$ cat config.mk
export PLATFORM = sky130hd
export DESIGN_NAME = rprc_ctrl
export DESIGN_NICKNAME = d
export VERILOG_FILES = /design/src/rprc_pkg.sv /design/src/rprc_ctrl.sv
export SDC_FILE = /design/constraint.sdc
export NUM_CORES = 1
export LEC_CHECK = 0
export ABC_AREA = 1
export CAP_MARGIN = 20
export CORE_MARGIN = 2
export CORE_UTILIZATION = 55
export CTS_CLUSTER_DIAMETER = 200
export DETAILED_ROUTE_END_ITERATION = 10
export DONT_BUFFER_PORTS = 1
export PLACE_DENSITY = 0.8
export SETUP_SLACK_MARGIN = 0.3
export SLEW_MARGIN = 5
export SYNTH_ARGS = -nofsm -noshare
export SYNTH_HDL_FRONTEND = slang
export SYNTH_SLANG_ARGS = --single-unit
$ cat constraint.sdc
create_clock -name clk_i -period 4.2 [get_ports clk_i]
set_clock_uncertainty 0.05 [all_clocks]
set_input_delay 0.84 -clock clk_i [delete_from_list [all_inputs] [get_ports clk_i]]
set_output_delay 0.84 -clock clk_i [all_outputs]
set_load 0.005 [all_outputs]
$ cat src/rprc_pkg.sv
// Shared types and codes for the rotated point region check block.
// Used by rprc_ctrl, rprc_datapath and rotated_point_region_check.
package rprc_pkg;

  // Item kinds
  localparam logic CMD_HEADER = 1'b0;
  localparam logic CMD_POINT  = 1'b1;

  // Register indexes (byte address / 4)
  localparam logic [2:0] REG_MIN_HEIGHT  = 3'd0;
  localparam logic [2:0] REG_MAX_HEIGHT  = 3'd1;
  localparam logic [2:0] REG_CYL_RADIUS  = 3'd2;
  localparam logic [2:0] REG_BOX_HALF_W  = 3'd3;
  localparam logic [2:0] REG_BOX_HALF_L  = 3'd4;
  localparam logic [2:0] REG_MIN_MASS    = 3'd5;
  localparam logic [2:0] REG_MAX_MASS    = 3'd6;
  localparam logic [2:0] REG_REGION_MODE = 3'd7;

  localparam logic MODE_CYLINDER = 1'b0;
  localparam logic MODE_BOX      = 1'b1;

  // Multiplier operand sources
  localparam logic [1:0] MK_QUAT = 2'd0;
  localparam logic [1:0] MK_ROT  = 2'd1;
  localparam logic [1:0] MK_SQ   = 2'd2;

  // Header products, in issue order
  localparam logic [3:0] P_XX = 4'd0;
  localparam logic [3:0] P_YY = 4'd1;
  localparam logic [3:0] P_ZZ = 4'd2;
  localparam logic [3:0] P_SS = 4'd3;
  localparam logic [3:0] P_XY = 4'd4;
  localparam logic [3:0] P_ZS = 4'd5;
  localparam logic [3:0] P_YZ = 4'd6;
  localparam logic [3:0] P_XS = 4'd7;
  localparam logic [3:0] P_XZ = 4'd8;
  localparam logic [3:0] P_YS = 4'd9;
  localparam int unsigned NumHdrProd = 10;

  // Q2.16 one
  localparam logic signed [17:0] ROT_ONE = 18'sd65536;

  typedef struct packed {
    logic signed [31:0] min_height;
    logic signed [31:0] max_height;
    logic [30:0]        cylinder_radius;
    logic [30:0]        box_half_width;
    logic [30:0]        box_half_length;
    logic [31:0]        min_body_mass;
    logic [31:0]        max_body_mass;
    logic               region_mode;
  } cfg_t;

  typedef struct packed {
    logic       cap_hdr;
    logic       cap_pt;
    logic       mul_en;
    logic [1:0] mul_kind;
    logic [3:0] mul_idx;
    logic       prod_wr;
    logic [3:0] prod_idx;
    logic       n2_load;
    logic       set_ident;
    logic       div_init;
    logic       div_step;
    logic       div_last;
    logic [3:0] ent_idx;
    logic       acc_en;
    logic       acc_first;
    logic       acc_last;
    logic [1:0] acc_row;
    logic [1:0] acc_col;
    logic       sq_wr;
    logic [1:0] sq_idx;
    logic       fin;
  } ctrl_cmd_t;

  typedef struct packed {
    logic n2_zero;
  } ctrl_sts_t;

endpackage

$ cat src/rprc_ctrl.sv
// Sequencer for the rotated point region check: header and point step control.
// Depends on rprc_pkg; drives rprc_datapath through ctrl_cmd_t.
module rprc_ctrl (
  input  logic                 clk_i,
  input  logic                 rst_ni,
  input  logic                 in_valid_i,
  input  logic                 command_i,
  output logic                 in_ready_o,
  output logic                 out_valid_o,
  input  logic                 out_ready_i,
  input  rprc_pkg::ctrl_sts_t  sts_i,
  output rprc_pkg::ctrl_cmd_t  cmd_o
);

  localparam logic [2:0] S_IDLE = 3'd0;
  localparam logic [2:0] S_HMUL = 3'd1;
  localparam logic [2:0] S_NORM = 3'd2;
  localparam logic [2:0] S_DIVI = 3'd3;
  localparam logic [2:0] S_DIVS = 3'd4;
  localparam logic [2:0] S_PMUL = 3'd5;
  localparam logic [2:0] S_SQ   = 3'd6;
  localparam logic [2:0] S_FIN  = 3'd7;

  logic [2:0] state_q, state_d;
  logic [4:0] cnt_q, cnt_d;
  logic [3:0] ent_q, ent_d;
  logic       out_valid_q, out_valid_d;
  logic [3:0] term;

  assign term = cnt_q[3:0] - 4'd1;

  // Step through the item's phases
  always_comb begin
    state_d     = state_q;
    cnt_d       = cnt_q;
    ent_d       = ent_q;
    cmd_o       = '0;
    in_ready_o  = 1'b0;
    cmd_o.ent_idx = ent_q;
    case (state_q)
      S_IDLE: begin
        in_ready_o = 1'b1;
        cnt_d      = '0;
        if (in_valid_i) begin
          if (command_i == rprc_pkg::CMD_HEADER) begin
            cmd_o.cap_hdr = 1'b1;
            state_d       = S_HMUL;
          end else begin
            cmd_o.cap_pt = 1'b1;
            state_d      = S_PMUL;
          end
        end
      end
      S_HMUL: begin
        cmd_o.mul_kind = rprc_pkg::MK_QUAT;
        cmd_o.mul_idx  = cnt_q[3:0];
        cmd_o.mul_en   = (cnt_q < 5'd10);
        cmd_o.prod_wr  = (cnt_q != 5'd0);
        cmd_o.prod_idx = term;
        cnt_d          = cnt_q + 5'd1;
        if (cnt_q == 5'd10) begin
          state_d = S_NORM;
        end
      end
      S_NORM: begin
        cmd_o.n2_load = 1'b1;
        ent_d         = '0;
        if (sts_i.n2_zero) begin
          cmd_o.set_ident = 1'b1;
          state_d         = S_FIN;
        end else begin
          state_d = S_DIVI;
        end
      end
      S_DIVI: begin
        cmd_o.div_init = 1'b1;
        cnt_d          = '0;
        state_d        = S_DIVS;
      end
      S_DIVS: begin
        cmd_o.div_step = 1'b1;
        cnt_d          = cnt_q + 5'd1;
        if (cnt_q == 5'd16) begin
          cmd_o.div_last = 1'b1;
          if (ent_q == 4'd8) begin
            state_d = S_FIN;
          end else begin
            ent_d   = ent_q + 4'd1;
            state_d = S_DIVI;
          end
        end
      end
      S_PMUL: begin
        cmd_o.mul_kind = rprc_pkg::MK_ROT;
        cmd_o.mul_idx  = cnt_q[3:0];
        cmd_o.mul_en   = (cnt_q < 5'd9);
        cmd_o.acc_en   = (cnt_q != 5'd0);
        case (term)
          4'd0, 4'd1, 4'd2: begin
            cmd_o.acc_row = 2'd0;
            cmd_o.acc_col = 2'(term);
          end
          4'd3, 4'd4, 4'd5: begin
            cmd_o.acc_row = 2'd1;
            cmd_o.acc_col = 2'(term - 4'd3);
          end
          default: begin
            cmd_o.acc_row = 2'd2;
            cmd_o.acc_col = 2'(term - 4'd6);
          end
        endcase
        cmd_o.acc_first = (cmd_o.acc_col == 2'd0);
        cmd_o.acc_last  = (cmd_o.acc_col == 2'd2);
        cnt_d           = cnt_q + 5'd1;
        if (cnt_q == 5'd9) begin
          cnt_d   = '0;
          state_d = S_SQ;
        end
      end
      S_SQ: begin
        cmd_o.mul_kind = rprc_pkg::MK_SQ;
        cmd_o.mul_idx  = cnt_q[3:0];
        cmd_o.mul_en   = (cnt_q < 5'd3);
        cmd_o.sq_wr    = (cnt_q != 5'd0);
        cmd_o.sq_idx   = term[1:0];
        cnt_d          = cnt_q + 5'd1;
        if (cnt_q == 5'd3) begin
          state_d = S_FIN;
        end
      end
      S_FIN: begin
        if (!out_valid_q || out_ready_i) begin
          cmd_o.fin = 1'b1;
          state_d   = S_IDLE;
        end
      end
      default: begin
        state_d = S_IDLE;
      end
    endcase
  end

  // Hold the result word until taken
  always_comb begin
    out_valid_d = out_valid_q;
    if (out_valid_q && out_ready_i) begin
      out_valid_d = 1'b0;
    end
    if (cmd_o.fin) begin
      out_valid_d = 1'b1;
    end
  end

  assign out_valid_o = out_valid_q;

  always_ff @(posedge clk_i or negedge rst_ni) begin
    if (!rst_ni) begin
      state_q     <= S_IDLE;
      cnt_q       <= '0;
      ent_q       <= '0;
      out_valid_q <= 1'b0;
    end else begin
      state_q     <= state_d;
      cnt_q       <= cnt_d;
      ent_q       <= ent_d;
      out_valid_q <= out_valid_d;
    end
  end

endmodule

# ---- Word-level counts from Yosys, hierarchy flattened
# Cells that the tools add are included.
dict set report word_totals {
  ff_bits 13
  latch_bits 0
  ram_bits 0
  rom_bits 0
  output_inout_bits 36
  elab_cells 88
  mem_count 0
}
dict set report classes {
  add_sub_neg 5
  n_mul 0
  div_mod_pow 0
  order_cmp 3
  n_eq_ne 25
  shifts 0
  n_mux 35
  bitwise_logic 0
  reduce_logical 16
}
# operator n
set ops {}
lappend ops {{$mux W3} 10}
lappend ops {{$pmux W3 S8} 1}
lappend ops {{$pmux W7 S3} 1}
lappend ops {{$pmux W4 S2} 2}
lappend ops {{$pmux W5 S3} 1}
lappend ops {{$ne A2 B2 Y1 const B} 7}
lappend ops {{$eq A3 B3 Y1 const B} 4}
lappend ops {{$mux W4} 3}
lappend ops {{$eq A5 B4 Y1 const B} 2}
lappend ops {{$lt A5 B4 Y1 const B} 2}
lappend ops {{$mux W1} 10}
lappend ops {{$mux W5} 2}
lappend ops {{$reduce_or A3 Y1} 3}
lappend ops {{$eq A4 B2 Y1 const B} 2}
lappend ops {{$eq A4 B3 Y1 const B} 2}
lappend ops {{$mux W2} 4}
lappend ops {{$mux W7} 1}
lappend ops {{$eq A3 B2 Y1 const B} 2}
lappend ops {{$reduce_and A6 Y1} 1}
lappend ops {{$add A5 B1 Y5 const B} 1}
lappend ops {{$eq A5 B2 Y1 const B} 1}
lappend ops {{$eq A5 B5 Y1 const B} 1}
lappend ops {{$lt A5 B2 Y1 const B} 1}
lappend ops {{$reduce_bool A5 Y1} 1}
lappend ops {{17 further kinds} 19}

# ---- Depth between registers and ports, before layout
# Gate-level depths: netlist of run 1.
dict set report logic_depth {
  word_depth 7
  ltp_mapped 12
  mapped_depth_nobuf 12
}

# ---- Least setup slack after synthesis of run 1
# No wires, ideal clock.
dict set report synth_timing {
  path_kind {register -> output}
  start {register cnt_q[0]}
  end {output cmd_o[8] (netlist name)}
  arrival_time_ns 1.442
  required_ns 3.310
  setup_slack_ns 1.868
  stages_incl_launch_ff 12
  path_buffers 0
  cell_sequence {dfrtp_1 inv_2 ha_1 inv_1 nand2_1 nand2_1 nand2_2 nand2_2 nand2_2 nand2_1 nand3_1 nor2_1}
}
# item line
set synth_lines {}
lappend synth_lines {{start: declaration} rprc_ctrl.sv:25} ;# logic [4:0] cnt_q, cnt_d;
lappend synth_lines {{start signal: assignment} rprc_ctrl.sv:164} ;# cnt_q <= cnt_d;
lappend synth_lines {{end: declaration} rprc_ctrl.sv:12} ;# output rprc_pkg::ctrl_cmd_t cmd_o

==> flow_summary.json, run 1 <==
{
  "io_pins": 42,
  "cts_sinks": 13,
  "outcome": "complete, no violations",
  "setup_viol": 0,
  "hpwl_um": 2450,
  "timing.hold.ws_ns": 0.189,
  "grt_util_all_layers_pct": 23.0,
  "post-route-util_pct": 57.8,
  "coreArea_um2": 2410,
  "synth-edff-count": 0,
  "layout-drive-gt1-share_pct": 18.8,
  "clkLatencyLatePin_ns": 0.28,
  "startpoint_type": "flop",
  "critPathSlowestCell": "dfrtp_1",
  "fp-row-count": 18,
  "async_flop_share_pct": 100,
  "required_ns": 3.31,
  "wl_per_cell_um": 12.8,
  "synth.top_cells.by_area": "dfrtp_1, nand2_1, nor2_1",
  "pwr-share-clk_pct": 7.2,
  "ys.flop_type": "dfrtp_1",
  "leakage_nw": 0.731,
  "num_vias": 1305,
  "io_buffers": 0,
  "ctsHoldBuffers": 0,
  "grt_use_met2_pct": 38.6,
  "ys_seq_area_share_pct": 23.9,
  "vias_per_cell": 5.48,
  "ys_types": 29,
  "swShare_pct": 59.4,
  "maxCapViolations": 0,
  "synth_most_common_cell": "nand2_1",
  "slew_violations": 0,
  "gr-total-overflow": 0,
  "min_period_over_period_pct": 67.0,
  "power_switching_mw": 0.654,
  "ys_warn_count": 0,
  "max_slew.worst_pin.slew_ns": 0.509,
  "fin_crit_ns": 2.81,
  "htreeDepth": 1,
  "grt-busiest-layer": "met2",
  "post_cts_buffers": 0,
  "cts_tree": "done",
  "timing.fmax_mhz": 355,
  "syn_to_final_growth_pct": 2.49,
  "nets": 223,
  "syn-cell-area_um2": 1360,
  "irDropWorstVdd_mv": 0.649,
  "crit_chain": "inv_2 > ha_1 > inv_1 > nand2_1 > nand2_1 > nand2_2 > nand2_2 > nand2_2 > nand2_1 > nand3_1 > nor2_1",
  "finalHoldViolCount": 0,
  "cp_slowest_stage_delay_ns": 0.48,
  "powerDensity_nw_per_um2": 791,
  "die_x_um": 53.7,
  "first_global_vias": 1078,
  "fin_total_pwr_mw": 1.10,
  "relSlewSlack_pct": 66.1,
  "die_y_um": 53.7,
  "drc": 0,
  "design_area_um2": 1390,
  "hold_path_class": "in -> async",
  "first_pass_iters": 4,
  "p_comb_share_pct": 69.8,
  "start_util_pct": 56.4,
  "cts.path.max_buffers": 2,
  "postRouteAntennaNets": 0,
  "syn_avg_cell_area_um2": 6.56,
  "path_class": "reg -> out",
  "syn_inst": 207,
  "synth_commonest_cells": "nand2_1, nor2_1, inv_1",
  "grt_max_degree": 14,
  "numCtsBuffers": 3,
  "arrival_ns": 1.92,
  "yosysTopAreaCell": "dfrtp_1",
  "cts_root_buf": "clkbuf_4",
  "die_area_um2": 2880,
  "use_met1_pct": 29.8,
  "yosysTopAreaCellShare_pct": 23.9,
  "grt_pass1_wl_um": 4900,
  "worstSetupEndpointType": "output port",
  "gp_congestion": 0.891,
  "grt_antenna_before_repair": 0,
  "drt_iter0_drc": 34,
  "crit_path_max_fanout": 11,
  "wl_um": 3060,
  "clkTransAtPathRegs_ns": 0.08,
  "grtUsageMet3_pct": 4.44,
  "syn_nets": 221,
  "ys_ff_latch": 13,
  "p_int_mw": 0.447,
  "post_cts_resized": 0,
  "p_seq_share_pct": 23.0,
  "placed_area_um2": 1370,
  "num_antenna_cells": 0,
  "rsz0062_at_grt": "no",
  "fin_setup_tns_ns": 0
}
logic make-up (layout without fill, tap and decap cells):
family	after synthesis	count (layout)	synth area share [%]
DFF	13	13	23.9
buffers and inverters	39	40	12.6
adders and majority gates	8	8	7.37
xor gates and xnor gates	1	1	0.645
and+or+nand+nor	125	125	46.5
AOI/OAI and AO/OA	21	21	8.93
power by group through the flow:
stage | sequential, mW | clock, mW | combinational, mW
floorplan | 0.209 | 0 | 0.683
global placement | 0.250 | 0 | 0.755
detailed placement | 0.253 | 0 | 0.761
finish | 0.253 | 0.0793 | 0.769
global route | 0.262 | 0.0833 | 0.882
CTS | 0.251 | 0.0809 | 0.765
metrics by stage:
stage                     std cells  setup WS (ns)
after floorplan                 207           1.87
after global placement          234           1.76
after CTS                       238           1.39
after detailed placement        234           1.71
final                           238           1.39
after global routing            238           1.19
worst paths after layout:
check / depth (start not counted) / start / end / slack [ns]
max in group asynchronous: 0 / rst_ni / cnt_q[0]$_DFFE_PN0P_ / 3.84
hold reg to reg: 2 / cnt_q[4]$_DFFE_PN0P_ / cnt_q[4]$_DFFE_PN0P_ / 0.53
min in group clk_i: 2 / cnt_q[4]$_DFFE_PN0P_ / cnt_q[4]$_DFFE_PN0P_ / 0.53
setup / recovery: 11 / cnt_q[0]$_DFFE_PN0P_ / cmd_o[9] / 1.39
hold / removal: 0 / rst_ni / cnt_q[1]$_DFFE_PN0P_ / 0.19
setup reg to reg: 8 / cnt_q[0]$_DFFE_PN0P_ / ent_q[0]$_DFFE_PN0P_ / 2.45
critical path: cells and delay by family (launching register included):
family / cells / cell delay [ns]
buffers and inverters: 2 / 0.22
and+or+nand+nor: 8 / 0.69
adders and majority gates: 1 / 0.25
DFF: 1 / 0.48
metal layers:
metal	wire [um]	part of all wire [%]
met1	1310	43
met2	1510	49
met3	168	5.5
met4	67	2.2
met5	0	0
layout by cell type, fill, tap and decap left out:
master	netlist	routed
o21ai_0	10	10
nor3_2	2	2
clkbuf_4	0	3
o21ai_2	1	1
o22ai_1	1	1
nand4_1	4	4
inv_1	25	25
nand2_1	43	43
nand2_4	1	1
clkinv_2	1	1
nand2_2	7	7
a21oi_4	1	1
nor2_1	35	35
clkbuf_1	0	1
nor3_1	2	2
nand3_4	3	3
xor2_1	1	1
ha_1	8	8
nand3_1	18	18
o21ai_1	4	4
dfrtp_1	13	13
a21oi_1	4	4
inv_4	2	2
nor2_2	4	4
or2_2	1	1
nor3b_2	1	1
nor2_4	2	2
nand3_2	2	2
inv_2	8	8
cell type report:
class                           count  area (um^2)
Tap cell                           30         37.5
Multi-Input combinational cell    155          862
Inverter                           36          141
Clock buffer                        4         26.3
Sequential cell                    13          325
Fill cell                         220         1020
flip-flops by register name, indices dropped and copies added, names as in the netlist:
signal	cells
state_q	3
out_valid_o	1
cnt_q	5
ent_q	4
(Power assumes the default switching activity.)
==> inputs of run 2 (changes only) <==
- clock period: 4.2 -> 2.9 ns (I/O delays scaled with it)
==> flow_summary.json, run 2 (synthesis results as in run 1) <==
{
  "setup_viol": 0,
  "hold_path_class": "in -> reg",
  "pwr-share-clk_pct": 6.4,
  "slew_violations": 0,
  "fin_total_pwr_mw": 1.69,
  "grt_max_degree": 14,
  "outcome": "complete, no violations",
  "timing.hold.ws_ns": 0.360,
  "die_area_um2": 2880,
  "swShare_pct": 57.8,
  "required_ns": 2.27,
  "layout-drive-gt1-share_pct": 24.5,
  "instances_no_fill": 246,
  "num_vias": 1316,
  "startpoint_type": "flop",
  "fp-row-count": 18,
  "num-fill-cells": 225,
  "largest_registers": "cnt_q x5, ent_q x4, state_q x3",
  "numCtsBuffers": 3,
  "timing.fmax_mhz": 406,
  "hpwl_um": 2250,
  "cts_sinks": 13,
  "largest_reg_flops": 5,
  "vias_per_cell": 5.35,
  "worstSetupEndpointType": "output port",
  "wl_um": 3060,
  "start_util_pct": 56.4,
  "htreeDepth": 1,
  "finalHoldViolCount": 0,
  "p_comb_share_pct": 72.2,
  "fin_crit_ns": 2.46,
  "grt_pass1_wl_um": 4730,
  "io_pins": 42,
  "post-route-util_pct": 61.1,
  "die_x_um": 53.7,
  "place_inst": 234,
  "grt_util_all_layers_pct": 22.2,
  "cts_tree": "done",
  "maxCapViolations": 0,
  "rsz0062_at_grt": "no",
  "gp_congestion": 0.905,
  "final_common_cell": "nand2_1",
  "clkLatencyLatePin_ns": 0.27,
  "min_period_over_period_pct": 85.0,
  "p_int_mw": 0.714,
  "path_class": "reg -> out",
  "powerDensity_nw_per_um2": 1150,
  "max_slew.worst_pin.slew_ns": 0.572,
  "gr-total-overflow": 0,
  "p_seq_share_pct": 21.4,
  "wl_per_cell_um": 12.4,
  "drc": 0,
  "nets": 231,
  "grt_antenna_before_repair": 0,
  "drt_iter0_drc": 30,
  "die_y_um": 53.7,
  "power_switching_mw": 0.978,
  "first_pass_iters": 5,
  "cts_root_buf": "clkbuf_4",
  "coreArea_um2": 2410,
  "fin_setup_tns_ns": 0,
  "relSlewSlack_pct": 61.8,
  "crit_path_max_fanout": 7,
  "num_antenna_cells": 0,
  "arrival_ns": 1.83,
  "final_cell_mix": "nand2_1, nor2_1, inv_1",
  "leakage_nw": 0.767,
  "postRouteAntennaNets": 0,
  "cts.path.max_buffers": 2,
  "irDropWorstVdd_mv": 0.759,
  "syn_to_final_growth_pct": 8.38,
  "clkTransAtPathRegs_ns": 0.07,
  "largest_register": "cnt_q",
  "io_buffers": 0,
  "first_global_vias": 1125
}
run 2: critical path, stage by stage, from the launching register on:
cell,delay (ns)
dfrtp_2,0.45
clkinv_4,0.10
ha_1,0.23
inv_1,0.08
nand2_1,0.05
nand2_1,0.08
nand2_1,0.08
nand2_2,0.10
nand2_2,0.09
nand2_1,0.08
nand3_1,0.11
nor2_2,0.12
run 2: metrics by stage:
step / setup slack (ns) / cell area (um^2)
global placement: 0.712 / 1370
CTS: 0.318 / 1400
detailed placement: 0.645 / 1370
finish: 0.436 / 1470
global route: 0.278 / 1470
floorplan: 0.828 / 1360
run 2: path summary, 6_finish.rpt:
path | start | endpoint | slack (ns) | cells after the start
setup / recovery | cnt_q[0]$_DFFE_PN0P_ | cmd_o[9] | 0.44 | 11
hold / removal | out_ready_i | out_valid_o$_DFFE_PN0P_ | 0.36 | 1
setup reg to reg | cnt_q[0]$_DFFE_PN0P_ | ent_q[1]$_DFFE_PN0P_ | 1.28 | 8
hold reg to reg | cnt_q[4]$_DFFE_PN0P_ | cnt_q[4]$_DFFE_PN0P_ | 0.53 | 2
max in group asynchronous | rst_ni | cnt_q[1]$_DFFE_PN0P_ | 1.70 | 1
min in group asynchronous | rst_ni | out_valid_o$_DFFE_PN0P_ | 0.69 | 1
run 2: final cells by class:
class | count | area, um^2 | area share [%]
sequential | 13 | 328 | 22.3
tap | 30 | 37.5 | 2.55
clock buffer | 4 | 26.3 | 1.78
inverter | 36 | 146 | 9.94
timing repair buffer | 8 | 62.6 | 4.25
multi-input combinational | 155 | 872 | 59.2
run 2: repair_timing:
action	4_1_cts	5_1_grt
resized for setup	0	10
buffers inserted	0	7
setup endpoints to repair	0	5
endpoints found under the hold margin	13	0
hold buffers	1	0
run 2: power groups by stage:
stage / Combinational, mW / Sequential (mW) / Clock, mW
2_1_floorplan: 0.989 / 0.302 / 0
3_3_place_gp: 1.09 / 0.363 / 0
3_5_place_dp: 1.09 / 0.364 / 0
4_1_cts: 1.10 / 0.361 / 0.115
5_1_grt: 1.39 / 0.375 / 0.122
6_report: 1.22 / 0.363 / 0.107
run 2: per-layer routing:
metal	GRT usage [%]	vias up	wire, um
met1	27.6	603	1350
met3	5.00	6	150
met4	6.84	0	54
met2	37.8	33	1500
met5	0	-	0
li1	-	674	-
==> inputs of run 3 (changes only) <==
- ABC_AREA: 1 -> 0
- clock period: 2.9 -> 2.45 ns (I/O delays scaled with it)
==> flow_summary.json, run 3 <==
{
  "outcome": "complete, but fails checks",
  "failed_checks": "negative setup slack",
  "nets": 222,
  "hpwl_um": 2720,
  "coreArea_um2": 2520,
  "synth_most_common_cell": "nor2_1",
  "ys_ff_latch": 13,
  "synth_commonest_cells": "nor2_1, a21oi_1, nand2_1",
  "worstSetupStartpoint": "cnt_q[0]$_DFFE_PN0P_",
  "synth.top_cells.by_area": "dfrtp_1, ha_1, a21oi_1",
  "setup_ws_ns": -0.0972,
  "num_vias": 1532,
  "grt_antenna_before_repair": 0,
  "r2r-start": "cnt_q[1]$_DFFE_PN0P_",
  "irDropWorstVdd_mv": 0.231,
  "use_met1_pct": 28.2,
  "syn_nets": 215,
  "fin_crit_ns": 2.55,
  "layout-drive-gt1-share_pct": 25.1,
  "arrival_ns": 2.01,
  "htreeDepth": 1,
  "design_area_um2": 1720,
  "fin_setup_tns_ns": -0.220,
  "wl_um": 3860,
  "num_antenna_cells": 0,
  "start_util_pct": 59.0,
  "fin_total_pwr_mw": 0.355,
  "ys_seq_area_share_pct": 21.8,
  "timing.fmax_mhz": 393,
  "grt-busiest-layer": "met2",
  "required_ns": 1.91,
  "setup_viol": 3,
  "drc": 0,
  "gp_congestion": 0.969,
  "first_pass_iters": 4,
  "syn_avg_cell_area_um2": 7.41,
  "path_class": "reg -> out",
  "rsz0062_at_grt": "yes",
  "placed_area_um2": 1520,
  "io_pins": 42,
  "final_common_cell": "nor2_1",
  "yosysTopAreaCell": "dfrtp_1",
  "final_cell_mix": "nor2_1, a21oi_1, buf_4",
  "finalHoldViolCount": 0,
  "grt_use_met2_pct": 44.4,
  "synth-edff-count": 0,
  "largest_register": "cnt_q",
  "worstSetupEndpointType": "output port",
  "ys_types": 49,
  "powerDensity_nw_per_um2": 206,
  "die_area_um2": 3140,
  "largest_registers": "cnt_q x5, ent_q x4, state_q x3",
  "yosysTopAreaCellShare_pct": 21.8,
  "grt_pass1_wl_um": 6160,
  "min_period_over_period_pct": 104,
  "clkTransAtPathRegs_ns": 0.08,
  "crit_path_max_fanout": 5,
  "fp-row-count": 18,
  "max_slew.worst_pin.slew_ns": 0.621,
  "hold_path_class": "in -> reg",
  "io_buffers": 0,
  "drt_iter0_drc": 74,
  "relSlewSlack_pct": 58.5,
  "maxCapViolations": 0,
  "cts_tree": "done",
  "wl_per_cell_um": 16.3,
  "syn-cell-area_um2": 1490,
  "ys_warn_count": 0,
  "timing.rr.end": "ent_q[3]$_DFFE_PN0P_",
  "die_y_um": 56.0,
  "postRouteAntennaNets": 0,
  "cts_root_buf": "clkbuf_4",
  "numCtsBuffers": 3,
  "worstHoldStart": "out_ready_i",
  "startpoint_type": "flop",
  "die_x_um": 56.0,
  "worst-r2r-cell-count": 7,
  "crit_path_end": "cmd_o[8]",
  "grt_util_all_layers_pct": 23.9,
  "gr-total-overflow": 0,
  "slew_violations": 0,
  "r2r_slack_ns": 0.44,
  "ys.flop_type": "dfrtp_1",
  "largest_reg_flops": 5,
  "clkLatencyLatePin_ns": 0.27,
  "vias_per_cell": 6.46,
  "grtUsageMet3_pct": 2.56,
  "grt_max_degree": 23,
  "first_global_vias": 1374,
  "cts.path.max_buffers": 2,
  "cts_sinks": 13,
  "syn_to_final_growth_pct": 15.5,
  "async_flop_share_pct": 100,
  "leakage_nw": 0.756,
  "syn_inst": 201
}
==> run 3: changes by cell type in the layout (fill, tap and decap cells not counted), moves of 5 or more <==
| cell | previous run | this run |
|---|---|---|
| nor3_1 | 2 | 7 |
| a21oi_1 | 4 | 18 |
| buf_4 | 7 | 17 |
| inv_1 | 24 | 6 |
| nand2_1 | 42 | 16 |
| nor2_1 | 32 | 20 |
| inv_2 | 8 | 1 |
| nor2_2 | 7 | 2 |
| nand3_1 | 18 | 2 |
| nand2_2 | 8 | 0 |
==> run 3: layout make-up <==
type | count | area (um^2)
Multi-Input combinational cell | 162 | 1120
Timing Repair Buffer | 20 | 169
Tap cell | 30 | 37.5
Sequential cell | 13 | 332
Fill cell | 209 | 803
Inverter | 8 | 35.0
Clock buffer | 4 | 26.3
==> run 3: timing repair <==
action	CTS	global route
setup buffers	7	4
hold endpoints to repair	13	0
endpoints found under the setup margin	10	12
resized for setup	14	10
pin swaps	7	3
hold buffers	1	0
==> run 3: kinds of logic (layout without fill, tap and decap cells) <==
family	count (synthesis)	after routing	share of synthesized area, %
AOI/OAI and AO/OA	59	59	23.9
and+or+nand+nor	87	87	33.3
adders and majority gates	9	9	7.48
xor gates and xnor gates	4	4	3.61
muxes	3	3	2.02
DFF	13	13	21.8
buffers and inverters	26	32	7.82
==> run 3: how the worst min path moves through the flow <==
stage | end | slack, ns | cells after the start
5_1_grt | out_valid_o$_DFFE_PN0P_ | 0.38 | 2
3_5_place_dp | cnt_q[2]$_DFFE_PN0P_ | 0.14 | 0
6_report | out_valid_o$_DFFE_PN0P_ | 0.38 | 2
3_3_place_gp | cnt_q[4]$_DFFE_PN0P_ | 0.14 | 0
2_1_floorplan | cnt_q[0]$_DFFE_PN0P_ | 0.14 | 0
4_1_cts | out_valid_o$_DFFE_PN0P_ | 0.38 | 2
==> run 3: power breakdown <==
| group | switching [mW] | total [mW] | internal (mW) |
|---|---|---|---|
| Sequential | 0.0000000000000000571 | 0.214 | 0.214 |
| Clock | 0.0704 | 0.133 | 0.0630 |
| Combinational | 0.00481 | 0.00696 | 0.00215 |
| Total | 0.0752 | 0.355 | 0.279 |
==> run 3: worst max-delay path, stage by stage, from the launching register on <==
cell and delay [ns]:
dfrtp_2 0.47, buf_4 0.18, nor3_4 0.15, xor2_1 0.27, a21oi_2 0.06, a311o_1 0.40, nor3b_2 0.21
==> run 3: metrics by stage <==
stage | setup slack [ns] | cells | util [%] | hold WS (ns)
detailed placement | 0.0737 | 221 | 60.3 | 0.145
floorplan | 0.136 | 201 | - | 0.144
global route | -0.189 | 237 | 68.2 | 0.384
CTS | -0.0617 | 233 | 65.0 | 0.376
finish | -0.0972 | 237 | 68.2 | 0.380
global placement | 0.182 | 221 | 60.3 | 0.145
==> run 3: per-layer routing <==
layer / vias to the layer above / part of all wire (%)
met5: - / 0
met4: 0 / 1.6
met3: 10 / 7.1
met2: 83 / 51
met1: 718 / 41
li1: 721 / -
